**src/hw/rtl/psdw_pkg.sv**
```systemverilog
package psdw_pkg;

	// Image dimension limits and register widths.
	localparam int MAX_DIMENSION = 4096;
	localparam int DIM_W = 13;
	localparam int CNT_W = 12;

	// Register indexes on the configuration port.
	localparam logic REG_WIDTH  = 1'b0;
	localparam logic REG_HEIGHT = 1'b1;

	// Queue between the front and back parts.
	localparam int QUEUE_AW = 1;
	localparam int QUEUE_DEPTH = 1 << QUEUE_AW;

	// Byte index within one emission phase.
	localparam int IDX_W = 6;
	localparam logic [IDX_W-1:0] FILE_LAST_IDX = 6'd42;
	localparam logic [IDX_W-1:0] ROW_LAST_IDX  = 6'd5;
	localparam logic [IDX_W-1:0] PIX_LAST_IDX  = 6'd3;
	localparam logic [IDX_W-1:0] TRL_LAST_IDX  = 6'd19;

	// Emission phases of the back part.
	typedef enum logic [1:0] {
		PH_FILE,
		PH_ROW,
		PH_PIX,
		PH_TRL
	} psdw_phase_t;

	// One classified pixel, as handed from the front to the back.
	typedef struct packed {
		logic [31:0] pixel;
		logic        file_start;
		logic        row_start;
		logic        row_last;
		logic        trailer;
		logic        trailer_only;
	} psdw_entry_t;

	// A zero dimension is used as one, an oversized one as the maximum.
	function automatic logic [DIM_W-1:0] clamp_dim(input logic [DIM_W-1:0] v);
		if (v == '0) begin
			return DIM_W'(1);
		end else if (v > DIM_W'(MAX_DIMENSION)) begin
			return DIM_W'(MAX_DIMENSION);
		end else begin
			return v;
		end
	endfunction

endpackage

```
**src/hw/rtl/psdw_front.sv**
```systemverilog
module psdw_front
	import psdw_pkg::*;
(
	input  logic              clk,
	input  logic              arst_n,
	input  logic              s_tvalid,
	output logic              s_tready,
	input  logic [31:0]       s_tdata,
	input  logic [DIM_W-1:0]  width_cl,
	input  logic [DIM_W-1:0]  height_cl,
	input  logic              queue_full,
	output logic              push,
	output psdw_entry_t       push_entry
);

	logic [CNT_W-1:0] col_q;
	logic [CNT_W-1:0] row_q;
	logic             pending_q;
	logic             col_end;
	logic             row_end;
	logic             first_px;

	assign s_tready = !queue_full;
	assign push     = s_tvalid && s_tready;

	// Classify the pixel from the position counters.
	assign first_px = (col_q == '0) && (row_q == '0);
	assign col_end  = ({1'b0, col_q} + DIM_W'(1)) >= width_cl;
	assign row_end  = ({1'b0, row_q} + DIM_W'(1)) >= height_cl;

	always_comb begin
		push_entry.pixel        = s_tdata;
		push_entry.trailer_only = pending_q;
		push_entry.file_start   = !pending_q && first_px;
		push_entry.row_start    = !pending_q && (col_q == '0);
		push_entry.row_last     = row_end;
		// A one-pixel image defers its trailer to the next word.
		push_entry.trailer      = !pending_q && col_end && row_end && !first_px;
	end

	// Position counters and the deferred trailer flag.
	always_ff @(posedge clk or negedge arst_n) begin
		if (!arst_n) begin
			col_q     <= '0;
			row_q     <= '0;
			pending_q <= 1'b0;
		end else if (push) begin
			if (pending_q) begin
				pending_q <= 1'b0;
			end else if (col_end) begin
				col_q <= '0;
				if (row_end) begin
					row_q     <= '0;
					pending_q <= first_px;
				end else begin
					row_q <= row_q + CNT_W'(1);
				end
			end else begin
				col_q <= col_q + CNT_W'(1);
			end
		end
	end

endmodule

```
**src/hw/rtl/psdw_fifo.sv**
```systemverilog
module psdw_fifo
	import psdw_pkg::*;
(
	input  logic        clk,
	input  logic        arst_n,
	input  logic        push,
	input  psdw_entry_t push_entry,
	output logic        full,
	input  logic        pop,
	output logic        empty,
	output psdw_entry_t head
);

	psdw_entry_t         entries_q [QUEUE_DEPTH];
	logic [QUEUE_AW-1:0] wr_ptr_q;
	logic [QUEUE_AW-1:0] rd_ptr_q;
	logic [QUEUE_AW:0]   count_q;

	assign full  = count_q == (QUEUE_AW+1)'(QUEUE_DEPTH);
	assign empty = count_q == '0;
	assign head  = entries_q[rd_ptr_q];

	// Entry storage.
	always_ff @(posedge clk) begin
		if (push) begin
			entries_q[wr_ptr_q] <= push_entry;
		end
	end

	// Pointers and fill count.
	always_ff @(posedge clk or negedge arst_n) begin
		if (!arst_n) begin
			wr_ptr_q <= '0;
			rd_ptr_q <= '0;
			count_q  <= '0;
		end else begin
			if (push) begin
				wr_ptr_q <= wr_ptr_q + QUEUE_AW'(1);
			end
			if (pop) begin
				rd_ptr_q <= rd_ptr_q + QUEUE_AW'(1);
			end
			if (push && !pop) begin
				count_q <= count_q + (QUEUE_AW+1)'(1);
			end else if (pop && !push) begin
				count_q <= count_q - (QUEUE_AW+1)'(1);
			end
		end
	end

	a_no_overflow: assert property (@(posedge clk) disable iff (!arst_n) push |-> !full)
		else $error("queue written while full");
	a_no_underflow: assert property (@(posedge clk) disable iff (!arst_n) pop |-> !empty)
		else $error("queue read while empty");

endmodule

```
**src/hw/rtl/psdw_back.sv**
```systemverilog
module psdw_back
	import psdw_pkg::*;
(
	input  logic             clk,
	input  logic             arst_n,
	input  logic [DIM_W-1:0] width_cl,
	input  logic [DIM_W-1:0] height_cl,
	input  logic             queue_empty,
	input  psdw_entry_t      head,
	output logic             pop,
	output logic             m_tvalid,
	input  logic             m_tready,
	output logic [7:0]       m_tdata,
	output logic             m_tlast,
	output logic             m_tuser
);

	localparam logic [16:0] ADLER_MOD = 17'd65521;

	psdw_phase_t      phase_q;
	logic [IDX_W-1:0] idx_q;
	logic             active_q;
	logic [31:0]      crc_q;
	logic [15:0]      adler_lo_q;
	logic [15:0]      adler_hi_q;
	logic [27:0]      idat_len_q;
	logic             m_tvalid_q;
	logic [7:0]       m_tdata_q;
	logic             m_tlast_q;
	logic             m_tuser_q;

	psdw_phase_t      cur_phase;
	psdw_phase_t      next_phase;
	logic [IDX_W-1:0] cur_idx;
	logic [IDX_W-1:0] last_idx;
	logic             fire;
	logic             phase_end;
	logic             entry_end;
	logic             file_done;
	logic [7:0]       byte_out;
	logic             use_crc;
	logic             crc_clear;
	logic             use_adler;
	logic [31:0]      crc_base;
	logic [31:0]      crc_next;
	logic [31:0]      crc_out;
	logic [31:0]      w32;
	logic [31:0]      h32;
	logic [31:0]      len32;
	logic [31:0]      adler32;
	logic [15:0]      row_len;
	logic [16:0]      lo_sum;
	logic [15:0]      lo_next;
	logic [16:0]      hi_sum;
	logic [15:0]      hi_next;
	logic [14:0]      row_span;

	// Reflected CRC-32 over one byte, one bit per step.
	function automatic logic [31:0] crc_byte(input logic [31:0] c_in, input logic [7:0] b);
		logic [31:0] c;
		c = c_in ^ {24'h0, b};
		for (int i = 0; i < 8; i++) begin
			c = c[0] ? ((c >> 1) ^ 32'hEDB88320) : (c >> 1);
		end
		return c;
	endfunction

	// Byte k of a word, most significant first.
	function automatic logic [7:0] be_byte(input logic [31:0] v, input logic [1:0] k);
		logic [7:0] r;
		case (k)
			2'd0:    r = v[31:24];
			2'd1:    r = v[23:16];
			2'd2:    r = v[15:8];
			default: r = v[7:0];
		endcase
		return r;
	endfunction

	// IDAT length: 6 + height * (6 + 4 * width), registered off the multiplier.
	assign row_span = {width_cl, 2'b00} + 15'd6;
	always_ff @(posedge clk) begin
		idat_len_q <= 28'(row_span) * 28'(height_cl) + 28'd6;
	end

	assign w32      = {19'h0, width_cl};
	assign h32      = {19'h0, height_cl};
	assign len32    = {4'h0, idat_len_q};
	assign adler32  = {adler_hi_q, adler_lo_q};
	assign row_len  = {1'b0, width_cl, 2'b00} + 16'd1;
	assign crc_out  = ~crc_q;

	// Current phase: a fresh head word starts from its own first phase.
	always_comb begin
		if (active_q) begin
			cur_phase = phase_q;
			cur_idx   = idx_q;
		end else begin
			cur_idx = '0;
			if (head.trailer_only) begin
				cur_phase = PH_TRL;
			end else if (head.file_start) begin
				cur_phase = PH_FILE;
			end else if (head.row_start) begin
				cur_phase = PH_ROW;
			end else begin
				cur_phase = PH_PIX;
			end
		end
	end

	// Byte selection, checksum enables and phase sequencing.
	always_comb begin
		byte_out   = 8'h00;
		use_crc    = 1'b0;
		crc_clear  = 1'b0;
		use_adler  = 1'b0;
		last_idx   = PIX_LAST_IDX;
		next_phase = PH_PIX;
		case (cur_phase)
			PH_FILE: begin
				last_idx   = FILE_LAST_IDX;
				next_phase = PH_ROW;
				use_crc    = cur_idx inside {[6'd12:6'd28], [6'd37:6'd42]};
				crc_clear  = (cur_idx == 6'd12) || (cur_idx == 6'd37);
				case (cur_idx)
					6'd0:  byte_out = 8'h89;
					6'd1:  byte_out = 8'h50;
					6'd2:  byte_out = 8'h4E;
					6'd3:  byte_out = 8'h47;
					6'd4:  byte_out = 8'h0D;
					6'd5:  byte_out = 8'h0A;
					6'd6:  byte_out = 8'h1A;
					6'd7:  byte_out = 8'h0A;
					6'd11: byte_out = 8'h0D;
					6'd12: byte_out = 8'h49;
					6'd13: byte_out = 8'h48;
					6'd14: byte_out = 8'h44;
					6'd15: byte_out = 8'h52;
					6'd16, 6'd17, 6'd18, 6'd19: byte_out = be_byte(w32, cur_idx[1:0]);
					6'd20, 6'd21, 6'd22, 6'd23: byte_out = be_byte(h32, cur_idx[1:0]);
					6'd24: byte_out = 8'h08;
					6'd25: byte_out = 8'h06;
					6'd29, 6'd30, 6'd31, 6'd32: byte_out = be_byte(crc_out, 2'(cur_idx - 6'd29));
					6'd33, 6'd34, 6'd35, 6'd36: byte_out = be_byte(len32, 2'(cur_idx - 6'd33));
					6'd37: byte_out = 8'h49;
					6'd38: byte_out = 8'h44;
					6'd39: byte_out = 8'h41;
					6'd40: byte_out = 8'h54;
					6'd41: byte_out = 8'h78;
					6'd42: byte_out = 8'h01;
					default: byte_out = 8'h00;
				endcase
			end
			PH_ROW: begin
				last_idx   = ROW_LAST_IDX;
				next_phase = PH_PIX;
				use_crc    = 1'b1;
				use_adler  = cur_idx == ROW_LAST_IDX;
				case (cur_idx)
					6'd0:    byte_out = {7'h0, head.row_last};
					6'd1:    byte_out = row_len[7:0];
					6'd2:    byte_out = row_len[15:8];
					6'd3:    byte_out = ~row_len[7:0];
					6'd4:    byte_out = ~row_len[15:8];
					default: byte_out = 8'h00;
				endcase
			end
			PH_PIX: begin
				last_idx   = PIX_LAST_IDX;
				next_phase = PH_TRL;
				use_crc    = 1'b1;
				use_adler  = 1'b1;
				case (cur_idx[1:0])
					2'd0:    byte_out = head.pixel[7:0];
					2'd1:    byte_out = head.pixel[15:8];
					2'd2:    byte_out = head.pixel[23:16];
					default: byte_out = head.pixel[31:24];
				endcase
			end
			PH_TRL: begin
				last_idx   = TRL_LAST_IDX;
				next_phase = PH_TRL;
				use_crc    = cur_idx inside {[6'd0:6'd3], [6'd12:6'd15]};
				crc_clear  = cur_idx == 6'd12;
				case (cur_idx)
					6'd0, 6'd1, 6'd2, 6'd3:     byte_out = be_byte(adler32, cur_idx[1:0]);
					6'd4, 6'd5, 6'd6, 6'd7:     byte_out = be_byte(crc_out, cur_idx[1:0]);
					6'd12: byte_out = 8'h49;
					6'd13: byte_out = 8'h45;
					6'd14: byte_out = 8'h4E;
					6'd15: byte_out = 8'h44;
					6'd16, 6'd17, 6'd18, 6'd19: byte_out = be_byte(crc_out, cur_idx[1:0]);
					default: byte_out = 8'h00;
				endcase
			end
			default: begin
				byte_out = 8'h00;
			end
		endcase
	end

	assign phase_end = cur_idx == last_idx;
	assign entry_end = phase_end &&
		((cur_phase == PH_TRL) || ((cur_phase == PH_PIX) && !head.trailer));
	assign file_done = (cur_phase == PH_TRL) && phase_end;
	assign fire      = !queue_empty && (!m_tvalid_q || m_tready);
	assign pop       = fire && entry_end;

	// Checksum updates for the byte going out.
	assign crc_base = crc_clear ? 32'hFFFFFFFF : crc_q;
	assign crc_next = crc_byte(crc_base, byte_out);
	assign lo_sum   = {1'b0, adler_lo_q} + {9'h0, byte_out};
	assign lo_next  = (lo_sum >= ADLER_MOD) ? 16'(lo_sum - ADLER_MOD) : lo_sum[15:0];
	assign hi_sum   = {1'b0, adler_hi_q} + {1'b0, lo_next};
	assign hi_next  = (hi_sum >= ADLER_MOD) ? 16'(hi_sum - ADLER_MOD) : hi_sum[15:0];

	// Phase state register.
	always_ff @(posedge clk or negedge arst_n) begin
		if (!arst_n) begin
			phase_q  <= PH_PIX;
			idx_q    <= '0;
			active_q <= 1'b0;
		end else if (fire) begin
			if (entry_end) begin
				active_q <= 1'b0;
				idx_q    <= '0;
			end else if (phase_end) begin
				active_q <= 1'b1;
				phase_q  <= next_phase;
				idx_q    <= '0;
			end else begin
				active_q <= 1'b1;
				phase_q  <= cur_phase;
				idx_q    <= cur_idx + IDX_W'(1);
			end
		end
	end

	// Running CRC and Adler sums; a new file restarts the Adler sum.
	always_ff @(posedge clk or negedge arst_n) begin
		if (!arst_n) begin
			crc_q      <= 32'hFFFFFFFF;
			adler_lo_q <= 16'd1;
			adler_hi_q <= 16'd0;
		end else if (fire) begin
			if (use_crc) begin
				crc_q <= crc_next;
			end
			if ((cur_phase == PH_FILE) && (cur_idx == '0)) begin
				adler_lo_q <= 16'd1;
				adler_hi_q <= 16'd0;
			end else if (use_adler) begin
				adler_lo_q <= lo_next;
				adler_hi_q <= hi_next;
			end
		end
	end

	// Output register.
	always_ff @(posedge clk or negedge arst_n) begin
		if (!arst_n) begin
			m_tvalid_q <= 1'b0;
		end else if (fire) begin
			m_tvalid_q <= 1'b1;
		end else if (m_tready) begin
			m_tvalid_q <= 1'b0;
		end
	end

	always_ff @(posedge clk) begin
		if (fire) begin
			m_tdata_q <= byte_out;
			m_tlast_q <= entry_end;
			m_tuser_q <= file_done;
		end
	end

	assign m_tvalid = m_tvalid_q;
	assign m_tdata  = m_tdata_q;
	assign m_tlast  = m_tlast_q;
	assign m_tuser  = m_tuser_q;

	a_done_is_last: assert property (@(posedge clk) disable iff (!arst_n)
		m_tvalid_q && m_tuser_q |-> m_tlast_q)
		else $error("file end not on the last byte of a word");
	a_head_held: assert property (@(posedge clk) disable iff (!arst_n)
		active_q |-> !queue_empty)
		else $error("word left the queue before its bytes were sent");

endmodule

```
**src/hw/rtl/png_stored_deflate_writer.sv**
```systemverilog
// PNG writer for 8-bit RGBA images, stored (uncompressed) deflate blocks.
// Pixels enter on the s_ channel in raster order as one word each; the
// PNG byte stream leaves on the m_ channel one byte per word. m_tlast
// marks the last byte caused by an input pixel, m_tuser the final byte of
// the file (last byte of the IEND CRC). Width and height are written on
// the cfg_ port between images; zero reads as one, values above 4096 as
// 4096. The first pixel of a file brings 53 bytes (signature, IHDR, IDAT
// header, zlib header, block header), the first pixel of any other row
// 10 bytes, other pixels 4 bytes; the last pixel adds 20 trailer bytes.
// A one-pixel image sends its trailer on the next accepted pixel, whose
// data is dropped. The back end sends one byte per cycle while a word is
// queued and the receiver is ready; pixels go through the queue, bytes
// through the output register. A two-word queue sits between pixel
// intake and the byte sequencer, so intake continues while the receiver
// stalls until the queue fills. Reset restores 64 x 64, begins a new file.
module png_stored_deflate_writer
	import psdw_pkg::*;
(
	input  logic             clk,
	input  logic             arst_n,
	input  logic             s_tvalid,
	output logic             s_tready,
	input  logic [31:0]      s_tdata,   // red, green, blue, alpha
	output logic             m_tvalid,
	input  logic             m_tready,
	output logic [7:0]       m_tdata,   // out_byte
	output logic             m_tlast,
	output logic             m_tuser,   // file_done
	input  logic             cfg_we,
	input  logic             cfg_index,
	input  logic [DIM_W-1:0] cfg_data
);

	logic [DIM_W-1:0] width_q;
	logic [DIM_W-1:0] height_q;
	logic [DIM_W-1:0] width_cl;
	logic [DIM_W-1:0] height_cl;
	logic             push;
	logic             pop;
	logic             queue_full;
	logic             queue_empty;
	psdw_entry_t      push_entry;
	psdw_entry_t      head;

	// Dimension registers.
	always_ff @(posedge clk or negedge arst_n) begin
		if (!arst_n) begin
			width_q  <= DIM_W'(64);
			height_q <= DIM_W'(64);
		end else if (cfg_we) begin
			case (cfg_index)
				REG_WIDTH:  width_q  <= cfg_data;
				REG_HEIGHT: height_q <= cfg_data;
				default:    width_q  <= width_q;
			endcase
		end
	end

	assign width_cl  = clamp_dim(width_q);
	assign height_cl = clamp_dim(height_q);

	psdw_front u_front (
		.clk        (clk),
		.arst_n     (arst_n),
		.s_tvalid   (s_tvalid),
		.s_tready   (s_tready),
		.s_tdata    (s_tdata),
		.width_cl   (width_cl),
		.height_cl  (height_cl),
		.queue_full (queue_full),
		.push       (push),
		.push_entry (push_entry)
	);

	psdw_fifo u_fifo (
		.clk        (clk),
		.arst_n     (arst_n),
		.push       (push),
		.push_entry (push_entry),
		.full       (queue_full),
		.pop        (pop),
		.empty      (queue_empty),
		.head       (head)
	);

	psdw_back u_back (
		.clk         (clk),
		.arst_n      (arst_n),
		.width_cl    (width_cl),
		.height_cl   (height_cl),
		.queue_empty (queue_empty),
		.head        (head),
		.pop         (pop),
		.m_tvalid    (m_tvalid),
		.m_tready    (m_tready),
		.m_tdata     (m_tdata),
		.m_tlast     (m_tlast),
		.m_tuser     (m_tuser)
	);

endmodule

```
**config.mk**
```make
export PLATFORM = sky130hd
export DESIGN_NAME = png_stored_deflate_writer
export DESIGN_NICKNAME = d
export VERILOG_FILES = /design/src/hw/rtl/psdw_pkg.sv /design/src/hw/rtl/psdw_front.sv /design/src/hw/rtl/psdw_fifo.sv /design/src/hw/rtl/psdw_back.sv /design/src/hw/rtl/png_stored_deflate_writer.sv
export SDC_FILE = /design/constraint.sdc
export NUM_CORES = 1
export LEC_CHECK = 0
export ABC_AREA = 1
export BUFFER_PORTS_ARGS = -buffer_cell sky130_fd_sc_hd__buf_2
export CAP_MARGIN = 10
export CORE_ASPECT_RATIO = 1.75
export CORE_MARGIN = 3
export CORE_UTILIZATION = 61
export DETAILED_ROUTE_END_ITERATION = 10
export GPL_TIMING_DRIVEN = 0
export PLACE_DENSITY = 0.78
export SYNTH_ARGS = -nofsm -noshare
export SYNTH_HDL_FRONTEND = slang
export SYNTH_SLANG_ARGS = --single-unit
```
**constraint.sdc**
```tcl
create_clock -name clk -period 7.8 [get_ports clk]
set_input_delay 2.34 -clock clk [delete_from_list [all_inputs] [get_ports clk]]
set_output_delay 2.34 -clock clk [all_outputs]
set_load 0.02 [all_outputs]
```
# Word level (Yosys, flattened, before mapping)
# Memory sizes are Yosys's and may differ from the RTL's.
# Cells that the tools add are included.
[totals]
regBits = 167
input_bits = 51
word_cells = 234
rom_bits = 0
latch_bits = 0
output_inout_bits = 12
ramBits = 74
n_memories = 1
[classes]
n_addsub = 18
div = 0
muxes = 55
n_bitwise = 15
n_eq_ne = 47
n_lt_le_gt_ge = 13
n_reduce_logical = 65
shift = 0
multipliers = 1
[mem_list]
columns = ["memory", "depth", "width", "read_ports", "rd_ports_with_merged_regs", "wr", "line_no", "source"]
rows = [
  ["u_fifo.entries_q", 2, 37, 1, 0, 1, "psdw_fifo.sv:14", "psdw_entry_t entries_q [QUEUE_DEPTH];"],
]
[op_table]
columns = ["op", "n"]
rows = [
  ["2-to-1 mux 32 bit", 9],
  ["case mux 8 bit (21 select lines)", 1],
  ["case mux 8 bit (3 select lines)", 5],
  ["NOT 13 -> 14 bit", 8],
  ["2-to-1 mux 16 bit", 6],
  ["equality test 6 x 5 -> 1 bit (second input constant)", 13],
  ["equality test 6 bit (second input constant)", 11],
  ["2-to-1 mux 13 bit", 4],
  ["case mux 8 bit (6 select lines)", 1],
  ["case mux 8 bit (5 select lines)", 1],
  ["greater-or-equal comparator 17 x 16 -> 1 bit (second input constant)", 2],
  ["NOT 32 bit", 1],
  ["case mux 8 bit (2 select lines)", 2],
  ["case mux 8 bit (4 select lines)", 1],
  ["subtractor 16 bit (second input constant)", 2],
  ["XOR 32 x 8 -> 32 bit", 1],
  ["equality test 6 x 4 -> 1 bit (second input constant)", 5],
  ["adder 28 x 3 -> 28 bit (second input constant)", 1],
  ["multiplier 15 x 13 -> 28 bit", 1],
  ["adder 12 x 1 -> 13 bit (second input constant)", 2],
  ["greater-or-equal comparator 13 bit", 2],
  ["> comparator 13 bit (second input constant)", 2],
  ["zero test 13 bit", 2],
  ["adder 12 x 1 -> 12 bit (second input constant)", 2],
  ["other kinds (43)", 129],
]

# Logic depth before layout (Yosys ltp)
# Gate-level depths: netlist (run 1).
# An unclocked memory read counts as a cell.
[logic_depth]
depth_word = 25
ltp_mapped = 57
mapped_depth_nobuf = 53

# By module
# From an unflattened synthesis (run 1), not the netlist that was laid out.
[unflattened]
cells_unflattened = 3127
area_unflattened_um2 = 23281.1
[modules_own_cells]
columns = ["mod", "cells_per_inst", "area_each_um2", "n_inst", "seq_area_each_um2"]
rows = [
  ["psdw_back", 2403, 16245.6, 1, 2735.1],
  ["psdw_fifo", 140, 2959.1, 1, 2322.2],
  ["psdw_front", 412, 2746.4, 1, 625.6],
  ["png_stored_deflate_writer", 172, 1330.0, 1, 653.1],
]

# Least setup slack after synthesis (run 1)
# Ideal clock, no wire load.
[synth_timing]
path_type = "register to register"
from = "register u_fifo.rd_ptr_q"
to = "register u_back.adler_hi_q[15]"
stages_incl_launch_ff = 48
setup_slack_ns = 0.927
required_time_ns = 7.683
synth_period_minus_slack_ns = 6.873
path_buffers = 4
arrival_time_ns = 6.756
setup_time_ns = 0.117
cell_sequence = "dfrtp_1 inv_1 clkbuf_1 or2_2 o21ai_0 inv_1 nand2_1 a22oi_1 inv_1 ha_1 clkbuf_1 buf_2 nand4_1 nand2_2 inv_1 ha_1 inv_1 fa_1 [... 12 more ...] and2_1 ha_1 a21oi_1 nand2_1 nand3_1 nand3_1 a21oi_1 xor2_1 nand2_1 nor2_1 nand3_1 nand2_1 inv_1 nand3_1 buf_2 nand3_1 nand3_1 nand2_1"
[synth_via]
elab_chain_len = 15
elab_cells_between_ends = 26
classes_between = "add/sub (4); order compare (2); eq/ne (3); mux (12); reduce/logical (4); memory (1)"
[synth_lines]
columns = ["element", "line_no", "source"]
rows = [
  ["start: declaration", "psdw_fifo.sv:16", "logic [QUEUE_AW-1:0] rd_ptr_q;"],
  ["start signal: assignment", "psdw_fifo.sv:41", "rd_ptr_q <= rd_ptr_q + QUEUE_AW'(1);"],
  ["memory (2 x 37 bit) *", "--", ""],
  ["2-to-1 mux 2 bit", "psdw_back.sv:104", "end else if (head.row_start) begin"],
  ["2-to-1 mux 2 bit", "psdw_back.sv:102", "end else if (head.file_start) begin"],
  ["2-to-1 mux 2 bit", "psdw_back.sv:100", "if (head.trailer_only) begin"],
  ["2-to-1 mux 2 bit", "psdw_back.sv:95", "if (active_q) begin"],
  ["equality test 2 bit, or another cell as far along", "psdw_back.sv:120", "case (cur_phase)"],
  ["case mux 8 bit (4 select lines) *", "psdw_back.sv:120", ""],
  ["via u_back.byte_out[0]", "psdw_back.sv:40", "logic [7:0] byte_out;"],
  ["adder 16 x 8 -> 17 bit *", "psdw_back.sv:213", "assign lo_sum = {1'b0, adler_lo_q} + {9'h0, byte_out};"],
  ["subtractor 16 bit / greater-or-equal comparator 17 x 16 -> 1 bit (equally long branches)", "psdw_back.sv:214", "assign lo_next = (lo_sum >= ADLER_MOD) ? 16'(lo_sum - ADLER_MOD) : lo_sum[15:0];"],
  ["2-to-1 mux 16 bit *", "psdw_back.sv:214", ""],
  ["adder 16 x 16 -> 17 bit *", "psdw_back.sv:215", "assign hi_sum = {1'b0, adler_hi_q} + {1'b0, lo_next};"],
  ["subtractor 16 bit / greater-or-equal comparator 17 x 16 -> 1 bit (equally long branches)", "psdw_back.sv:216", "assign hi_next = (hi_sum >= ADLER_MOD) ? 16'(hi_sum - ADLER_MOD) : hi_sum[15:0];"],
  ["2-to-1 mux 16 bit *", "psdw_back.sv:216", ""],
  ["2-to-1 mux 16 bit *", "psdw_back.sv:253", "end else if (use_adler) begin"],
  ["2-to-1 mux 16 bit *", "psdw_back.sv:250", "if ((cur_phase == PH_FILE) && (cur_idx == '0)) begin"],
  ["end signal: assignment", "psdw_back.sv:255", "adler_hi_q <= hi_next;"],
  ["end: declaration", "psdw_back.sv:25", "logic [15:0] adler_hi_q;"],
]
# The timed path passes the listed nets; every way through them passes the cells marked *. The select of a mux whose other input is x is not followed.
# A chain may end at the register's enable or synchronous reset.

# Worst setup path after layout (run 1)
[layout_timing]
from = "register u_back.active_q"
to = "register u_back.adler_hi_q[10]"
[layout_via]
elab_chain_len = 14
elab_cells_between_ends = 90
classes_between = "add/sub (6); order compare (2); eq/ne (45); mux (18); reduce/logical (19)"
[layout_lines]
columns = ["element", "line_no", "source"]
rows = [
  ["start: declaration", "psdw_back.sv:22", "logic active_q;"],
  ["start signal: assignment", "psdw_back.sv:223", "active_q <= 1'b0;"],
  ["start signal: assignment", "psdw_back.sv:226", "active_q <= 1'b0;"],
  ["start signal: assignment", "psdw_back.sv:229", "active_q <= 1'b1;"],
  ["2-to-1 mux 6 bit", "psdw_back.sv:95", ""],
  ["subtractor 2 x 1 -> 2 bit, or another cell as far along", "psdw_back.sv:144, psdw_back.sv:145", ""],
  ["equality test 2 bit, or another cell as far along", "psdw_back.sv:71", "case (k)"],
  ["case mux 8 bit (3 select lines) / case mux 8 bit (2 select lines) (equally long branches)", "psdw_back.sv:71", ""],
  ["case mux 8 bit (21 select lines)", "psdw_back.sv:126", "case (cur_idx)"],
  ["case mux 8 bit (4 select lines) *", "psdw_back.sv:120", ""],
  ["via u_back.byte_out[5]", "psdw_back.sv:40", ""],
  ["adder 16 x 8 -> 17 bit *", "psdw_back.sv:213", ""],
  ["subtractor 16 bit / greater-or-equal comparator 17 x 16 -> 1 bit (equally long branches)", "psdw_back.sv:214", ""],
  ["2-to-1 mux 16 bit *", "psdw_back.sv:214", ""],
  ["adder 16 x 16 -> 17 bit *", "psdw_back.sv:215", ""],
  ["subtractor 16 bit / greater-or-equal comparator 17 x 16 -> 1 bit (equally long branches)", "psdw_back.sv:216", ""],
  ["2-to-1 mux 16 bit *", "psdw_back.sv:216", ""],
  ["2-to-1 mux 16 bit *", "psdw_back.sv:253", ""],
  ["2-to-1 mux 16 bit *", "psdw_back.sv:250", ""],
]
# Marked as above.

==> results by stage, run 1 <==
Floorplanning:
- From bottom edge to top edge, the die measures between 200 and 300 um.
- The width of the die is ~150 um.
- For this configuration, the core starts out at a cell density of 0.620.
- The placeable core area is about 36,000 um^2.
- For this design the top-level I/O count stands at 63.
- The initialized floorplan defines slightly above 90 standard-cell rows.
- The floorplan step defined a die boundary enclosing slightly below 40,000 um^2.

Layout:
- The net count of the finished layout is about 3,500.
- The area taken by flip-flops and latches is between 6000 and 7000 um^2.
- In the final layout, the multi-input gates occupy between 10,000 and 15,000 um^2.
- Fill cells in the final layout number 3,026.
- The fraction of layout instances using a drive strength above 1 is 0.130.
- The synthesis-to-layout area growth is 12.7%.

Setup path:
- STA classifies the critical path endpoint as a flip-flop.
- At the worst endpoint, the required time is 8.17 ns.
- The start-to-end type of the worst setup path is flip-flop to flip-flop.
- The most prevalent standard cell on the critical path is nand2_1.
- The length in cells of the worst reg-to-reg path is 51.
- The maximum fanout count along the critical path is 10.
- The worst setup path is launched from a flip-flop.
- The endpoint arrival time on the critical path is about 8.0 ns.
- In this design, the stage delay of the slowest critical-path cell is between 0.3 and 0.4 ns.
- The highest-delay cell along the critical path is dfrtp_1.

Clocking:
- The TritonCTS clock tree is yes.
- CTS saw 240 sinks.
- The cell sitting at the root of the clock tree is a clkbuf_16.
- The number of buffers on the longest clock path is 3.
- The total clock buffers created by CTS is 23.
- The register clock-pin slew on the reported worst setup and hold paths is ~0.07 ns.
- The clock insertion delay at the later pin of the skew report is 0.55 ns.
- The deepest level of the CTS H-tree is 1.

Timing:
- The number of hold violations in the final report came to 0.
- The number of slew-limit violations in the final report came to 0.
- The final critical-path required period is 7.58 ns.
- Setup violations remaining at the end of the flow were counted as 0.
- The final-layout setup total negative slack is 0 ns.
- The relative slew slack is 0.232.
- At the pin with the least slew margin, the transition time is 1.15 ns.
- Of the available clock period, the critical path in the final layout requires 0.972.
- The worst-case clock skew is between 0.02 and 0.025 ns.
- The achievable clock frequency is around 130 MHz.

Synth:
- During synthesis, Yosys emitted a total of 0 warnings.
- The cell count after synthesis is 3,079.
- Among all flip-flop cells after synthesis, the most frequent one is dfrtp_1.
- The mean instance size in the synthesized netlist is 7.28 um^2.
- The synthesized design contains 240 register bits.
- The net count after synthesis is 3,413.
- Of all flip-flops after synthesis, the portion carrying an async set or reset was 0.538.
- In this run the cell area of the synthesized design comes to 22,400 um^2.
- Yosys mapped a number of flops with a built-in enable equal to 84.
- The synthesized netlist contains 56 unique library cells.
- The sequential share of the synthesized area is 0.283.

Drt:
- The average routed wire per standard cell is 21.8 um.
- The wire length after detailed routing is 80,600 um.
- The post-route antenna net violation count is 0.
- The post-route DRC violation count is 0.
- The detailed router finished its first iteration with ~2,000 violations.
- The detailed-routing iteration count for the pre-antenna-repair pass is 9.
- The detailed router placed 22,500 vias in this run.
- The per-cell via count in the routed design is between 6 and 7.

Global routing:
- The number of global-route vias before repair was between 20,000 and 25,000.
- The total overflow left after global routing is 0.
- The number of antenna violations at the first check in global routing was 1.
- The overall routing resource usage is 0.406.
- Entering global routing, the biggest net connects 98 pins.
- The first global-routing pass estimated 121,000 um of wire.

Min path:
- The worst hold path depth is 2.
- The min-delay analysis places its worst path in the category flip-flop to flip-flop.

Placement:
- The congestion estimate from routability-driven global placement came to 1.07.
- Once detailed placement completed, the half-perimeter wirelength came to about 63,000 um.
- The number of input and output port buffers inserted is between 60 and 70.

Outcome:
- The run finished with clean final reports.

Flow run:
- Across the run, the number of max-cap violations was 0.
## worst max-delay path: cells and delay by family (launching register included)
kind	cells	cell delay, ns
buffers and inverters	10	1.31
AND/OR/NAND/NOR	29	3.07
flip-flops	1	0.39
adder cells (fa/ha/maj)	4	1.04
XOR/XNOR	1	0.23
AO/OA/AOI/OAI	7	1.33
## sequential cells by signal (all words and copies together), names as in the netlist, 8 cells and up
register / count
u_back.adler_hi_q: 16
u_back.adler_lo_q: 16
u_back.m_tdata: 8
u_back.crc_q: 32
u_fifo.entries_q: 74
u_back.idat_len_q: 27
height_q: 13
u_front.row_q: 12
u_front.col_q: 12
width_q: 13
## layout make-up
type	instances	area share
Inverter	450	0.0683
Multi-Input combinational cell	2307	0.580
Antenna cell	3	0.000297
Clock inverter	13	0.00357
Tap cell	470	0.0233
Clock buffer	28	0.0248
Timing Repair Buffer	107	0.0287
Sequential cell	240	0.251
Buffer	77	0.0201
## cells in the final DEF (no fill, tap or decap), drive strengths merged, types with 3 or more instances in the layout
master	instances
a21o	7
a21oi	114
a31oi	16
and2	8
buf	146
clkbuf	66
clkinv	17
clkinvlp	7
dfrtp	93
dfstp	36
dfxtp	27
diode	3
edfxtp	84
fa	134
ha	149
inv	438
nand2	904
nand3	258
nand3b	8
nand4	34
nor2	297
nor3	28
nor4	9
o211ai	18
o21ai	176
o21bai	4
o22ai	19
o31ai	4
or2	4
xnor2	15
xor2	82
## routing by layer
metal / vias up / track usage / wire length, um
li1: 10100 / - / -
met1: 10500 / 0.402 / 24900
met2: 1329 / 0.726 / 41200
met3: 488 / 0.0649 / 5950
met4: 0 / 0.340 / 8500
met5: - / 0 / 0
## kinds of logic (layout without fill, tap and decap cells)
| kind of cell | count (synthesis) | after routing | share of synthesized area |
|---|---|---|---|
| flip-flops | 240 | 240 | 0.283 |
| XOR/XNOR | 97 | 97 | 0.0382 |
| AO/OA/AOI/OAI | 372 | 372 | 0.0911 |
| other | 0 | 3 | 0 |
| adder cells (fa/ha/maj) | 283 | 283 | 0.203 |
| buffers and inverters | 532 | 675 | 0.0915 |
| multiplexers | 1 | 1 | 0.000446 |
| AND/OR/NAND/NOR | 1554 | 1554 | 0.293 |
## cell usage after synthesis, drive strengths merged (28+ instances only)
cell type / n / area share
dfstp: 36 / 0.042
dfrtp: 93 / 0.10
buf: 36 / 0.0084
ha: 149 / 0.083
nand2: 904 / 0.16
nand4: 34 / 0.0095
o21ai: 176 / 0.039
a21oi: 114 / 0.025
nor3: 28 / 0.0065
fa: 134 / 0.12
nand3: 258 / 0.059
inv: 440 / 0.074
nor2: 297 / 0.052
edfxtp: 84 / 0.11
xor2: 82 / 0.032
clkbuf: 46 / 0.0077
## stage by stage
step / std cells / hold slack, ns / setup WS (ns) / util / instance area (um^2)
after floorplan: 3079 / 0.446 / 0.927 / - / 22400
after global placement: 3611 / 0.459 / -1.35 / 0.645 / 23300
after detailed placement: 3614 / 0.482 / -1.54 / 0.648 / 23400
after CTS: 3663 / 0.493 / -0.0142 / 0.679 / 24500
after global routing: 3692 / 0.517 / -0.0900 / 0.699 / 25300
final: 3695 / 0.497 / 0.217 / 0.699 / 25300
## path summary, 6_finish.rpt
path	startpoint	to	slack (ns)
min in group asynchronous	arst_n	u_back.adler_hi_q[12]$_DFFE_PN0P_	1.69
setup reg to reg	u_back.active_q$_DFFE_PN0P_	u_back.adler_hi_q[10]$_DFFE_PN0P_	0.22
max in group asynchronous	arst_n	width_q[6]$_DFFE_PN1P_	5.23
setup / recovery	u_back.active_q$_DFFE_PN0P_	u_back.adler_hi_q[10]$_DFFE_PN0P_	0.22
hold reg to reg	u_back.crc_q[14]$_DFFE_PN1P_	u_back.crc_q[14]$_DFFE_PN1P_	0.50
hold / removal	u_back.crc_q[14]$_DFFE_PN1P_	u_back.crc_q[14]$_DFFE_PN1P_	0.50
## timing repair
action | in CTS | in global routing
hold buffers | 0 | 0
pin swaps | 6 | 21
setup buffers | 12 | 29
cloned | 0 | 1
endpoints found under the setup margin | 23 | 21
gates resized for setup | 102 | 137
Power of run 1 is left out: the tool's default activity adds up to more than one toggle a clock period on the data nets, which glitch-free logic cannot reach.
==> run 2, diff against run 1 <==
Settings changed: ABC_AREA 1 to 0.
==> results by stage, run 2 <==
Synth:
- The Yosys step of the flow raised 0 warnings.
- Summing every instance area after synthesis gives 21,900 um^2.
- The most frequent cell after synthesis is nand2_1.
- The fraction of synthesized cell area taken by the top area cell type is 0.123.
- The distinct cell type count after synthesis is 106.
- The most instantiated flip-flop cell in the synthesis netlist is dfrtp_1.
- After technology mapping, the gate count stands at approximately 2,400.
- The largest total area in the synthesized netlist belongs to fa_1.
- The number of flops mapped to enable cells by yosys is 84.
- By count the netlist is led by 269 x nand2_1, 224 x inv_1, 196 x nor2_1.
- The async set or reset register ratio after synthesis is 0.538.
- Dividing the synthesized area by the synthesized cell count gives slightly above 9 um^2.
- The net count after synthesis is 2,706.
- The count of state elements after synthesis is 240.
- Sorting the synthesized cells by area gives the leading types as fa_1 12%, edfxtp_1 12%, dfrtp_1 11%, ha_1 8.5%, nand2_1 4.6%.
- The share of the Yosys chip area taken by registers is 0.290.

Placement:
- The estimated wirelength of the detail-placed design is between 50,000 and 60,000 um.
- At the end of routability-driven placement, the weighted congestion stood at ~1.0.
- The number of input and output port buffers inserted is 62.
- The placed cell area is around 23,000 um^2.

Setup path:
- The most critical setup path has its endpoint at u_back.adler_hi_q[9]$_DFFE_PN0P_.
- STA classifies the critical path startpoint as a flip-flop.
- The largest stage delay on the critical path is around 0.55 ns.
- For the worst flop-to-flop path, the logic depth is 36.
- The reg-to-reg startpoint is u_back.active_q$_DFFE_PN0P_.
- The launch point of the worst path is u_back.active_q$_DFFE_PN0P_.
- The buffering stage count on the worst path with inverters included is 11.
- The highest-delay cell along the critical path is mux4_2.
- The count of cell instances traversed by the critical path is 36.
- STA classifies the critical path endpoint as a flip-flop.
- In this run the worst path has a maximum fanout of 8.
- STA puts the critical path data required time at between 8 and 9 ns.
- The start-to-end type of the worst setup path is flip-flop to flip-flop.
- The cell family contributing the most delay on the critical path is compound AO/OA/AOI/OAI gates.
- The most prevalent standard cell on the critical path is buf_12.
- STA puts the critical path data arrival time at roughly 8.8 ns.
- In this run the critical register-to-register path is captured at u_back.adler_hi_q[9]$_DFFE_PN0P_.
- The setup slack of the worst register-to-register path is -0.58 ns.

Floorplanning:
- The die is around 260 um tall.
- The initial core utilization is 0.619.
- The placeable core area is 35,300 um^2.
- The I/O pin total is 63.
- The width of the die is 149 um.
- The number of cell rows is 91.
- The die covers 38,200 um^2.

Timing:
- The final critical-path required period is between 8 and 9 ns.
- On the final layout, the worst clock skew is roughly 0.023 ns.
- The number of hold violations in the final report came to 0.
- For this run, the top clock speed supported by timing is roughly 120 MHz.
- The relative slew slack is 0.177.
- The final period utilization is 1.07.
- Once routing completed, OpenROAD measured the worst setup slack at -0.578 ns.
- The number of setup violations in the final report is 18.
- Setup repair after global routing could not meet its margin everywhere.
- The number of slew-limit violations in the final report is 0.
- For the pin with the worst max-slew slack, the measured transition is 1.23 ns.

Drt:
- After the first detailed-routing iteration, the DRC count stood at 1,510.
- The detailed-routing iteration count for the pre-antenna-repair pass is 6.
- The average routed wire per standard cell is between 20 and 30 um.
- The detail route stage leaves a number of antenna-violating nets equal to 0.
- The wire length after detailed routing is around 80,000 um.
- Using the TritonRoute via totals, the vias-per-cell ratio works out to between 6 and 7.
- The post-route DRC violation count is 0.
- For this block, the via count after detailed routing is ~20,000.

Layout:
- The flip-flop count of the largest register, all copies and words added is 74.
- The repair_antennas step left the layout with diodes totalling 0.
- The net count of the finished layout is 2,909.
- The core utilization of the finished layout is 0.751.
- The top register by number of flip-flops is u_fifo.entries_q.
- In the final layout, the registers with the most flip-flops are u_fifo.entries_q (74), u_back.crc_q (32), u_back.idat_len_q (27).
- The fraction of layout instances using a drive strength above 1 is 0.231.
- The top cell types in the final layout, fill and taps aside, are 263 x nand2_1, 212 x inv_1, 185 x nor2_1, 132 x fa_1, 127 x ha_1.
- The number of fillers in the final layout is around 2,500.
- The synthesis-to-layout area growth is 21.2%.
- Leaving out fill and tap cells, the most frequent cell in the layout is nand2_1.
- The final cell area excluding filler cells is between 20,000 and 30,000 um^2.

Clocking:
- The total clock buffers created by CTS is 24.
- Counting along the longest clock path gives a buffer depth of 3.
- The TritonCTS clock tree is yes.
- The master cell of the clock root buffer is clkbuf_16.
- Clock-pin slew was measured on the worst setup and hold paths at ~0.070 ns.
- In this run the number of H-tree levels came out at 1.
- The total number of clock tree sinks is 240.
- The clock insertion delay at the later pin of the skew report is 0.57 ns.

Global routing:
- The overall routing resource usage is 0.407.
- The number of global-route vias before repair is 20,800.
- The overflow left after global routing is 0.
- The number of antenna violations at the first check in global routing is 0.
- The global-route wire length before repair is between 100,000 and 150,000 um.
- The largest net degree at the start of global routing is 76.

Flow run:
- The tool flagged a number of max-cap violations equal to 0.

Outcome:
- The flow ran to the end, but the final reports show violations.
- The checks that failed: negative setup slack.

Min path:
- The path category of the worst min-delay check is flip-flop to flip-flop.
- The startpoint identified for the worst hold timing path is u_back.crc_q[4]$_DFFE_PN1P_.
- The worst hold path was traced through 2 stages.
-- run 2: changes by cell type after synthesis, sizes merged, moves of 24 or more --
| cell | delta |
|---|---|
| inv | -213 |
| nand3 | -198 |
| nand2b | +24 |
| mux2 | +33 |
| xnor2 | +110 |
| nand2 | -634 |
| nor2b | +43 |
| o21ai | -56 |
| a21oi | -31 |
| nor2 | -101 |
| xor2 | -25 |
| a211oi | +25 |
-- run 2: layout make-up --
type | count | area (um^2) | area share
timing repair buffer | 186 | 1380 | 0.0522
clock buffer | 28 | 636 | 0.0240
clock inverter | 16 | 210 | 0.00793
inverter | 232 | 898 | 0.0339
tap | 465 | 582 | 0.0220
buffer | 105 | 762 | 0.0288
multi-input combinational | 1786 | 15700 | 0.592
sequential | 240 | 6340 | 0.239
-- run 2: worst reg2reg max path, delay by kind of cell, from the launching register on --
kind,cells,cell delay (ns)
AOI/OAI and AO/OA,13,3.14
xor gates and xnor gates,3,0.53
adders and majority gates,3,0.80
buffers and inverters,11,1.61
DFF,1,0.43
muxes,2,0.83
and+or+nand+nor,4,0.93
-- run 2: logic make-up after synthesis --
family,after synthesis,share of synthesized area
AND/OR/NAND/NOR,771,0.166
AO/OA/AOI/OAI,491,0.159
buffers and inverters,346,0.0627
adder cells (fa/ha/maj),283,0.208
flip-flops,240,0.290
XOR/XNOR,185,0.0864
multiplexers,56,0.0281
-- run 2: per-stage QoR --
step	setup slack, ns	hold slack (ns)	setup TNS (ns)	cells
2_1_floorplan	0.0305	0.454	0	2372
3_3_place_gp	-3.01	0.475	-57.39	2899
3_5_place_dp	-3.14	0.487	-61.53	2901
4_1_cts	-0.358	0.498	-4.62	3015
5_1_grt	-0.758	0.522	-11.18	3058
6_report	-0.578	0.498	-7.59	3058
-- run 2: per-layer routing --
metal  global-route usage  part of all wire
met1                0.403              0.31
met2                0.722              0.51
met3               0.0545             0.064
met4                0.367              0.12
met5                    0                 0
-- run 2: worst min path at each step --
stage	endpoint
global placement	u_back.m_tvalid$_DFFE_PN0P_
CTS	u_back.crc_q[4]$_DFFE_PN1P_
detailed placement	u_back.crc_q[4]$_DFFE_PN1P_
finish	u_back.crc_q[4]$_DFFE_PN1P_
floorplan	u_back.crc_q[25]$_DFFE_PN1P_
global route	u_back.crc_q[4]$_DFFE_PN1P_
-- run 2: what timing repair did --
item	4_1_cts	5_1_grt
gates resized for setup	288	103
cloned	1	0
setup endpoints to repair	34	21
hold buffers	0	0
pin swaps	78	63
setup buffers	76	45
Power of run 2 is left out for the same reason.
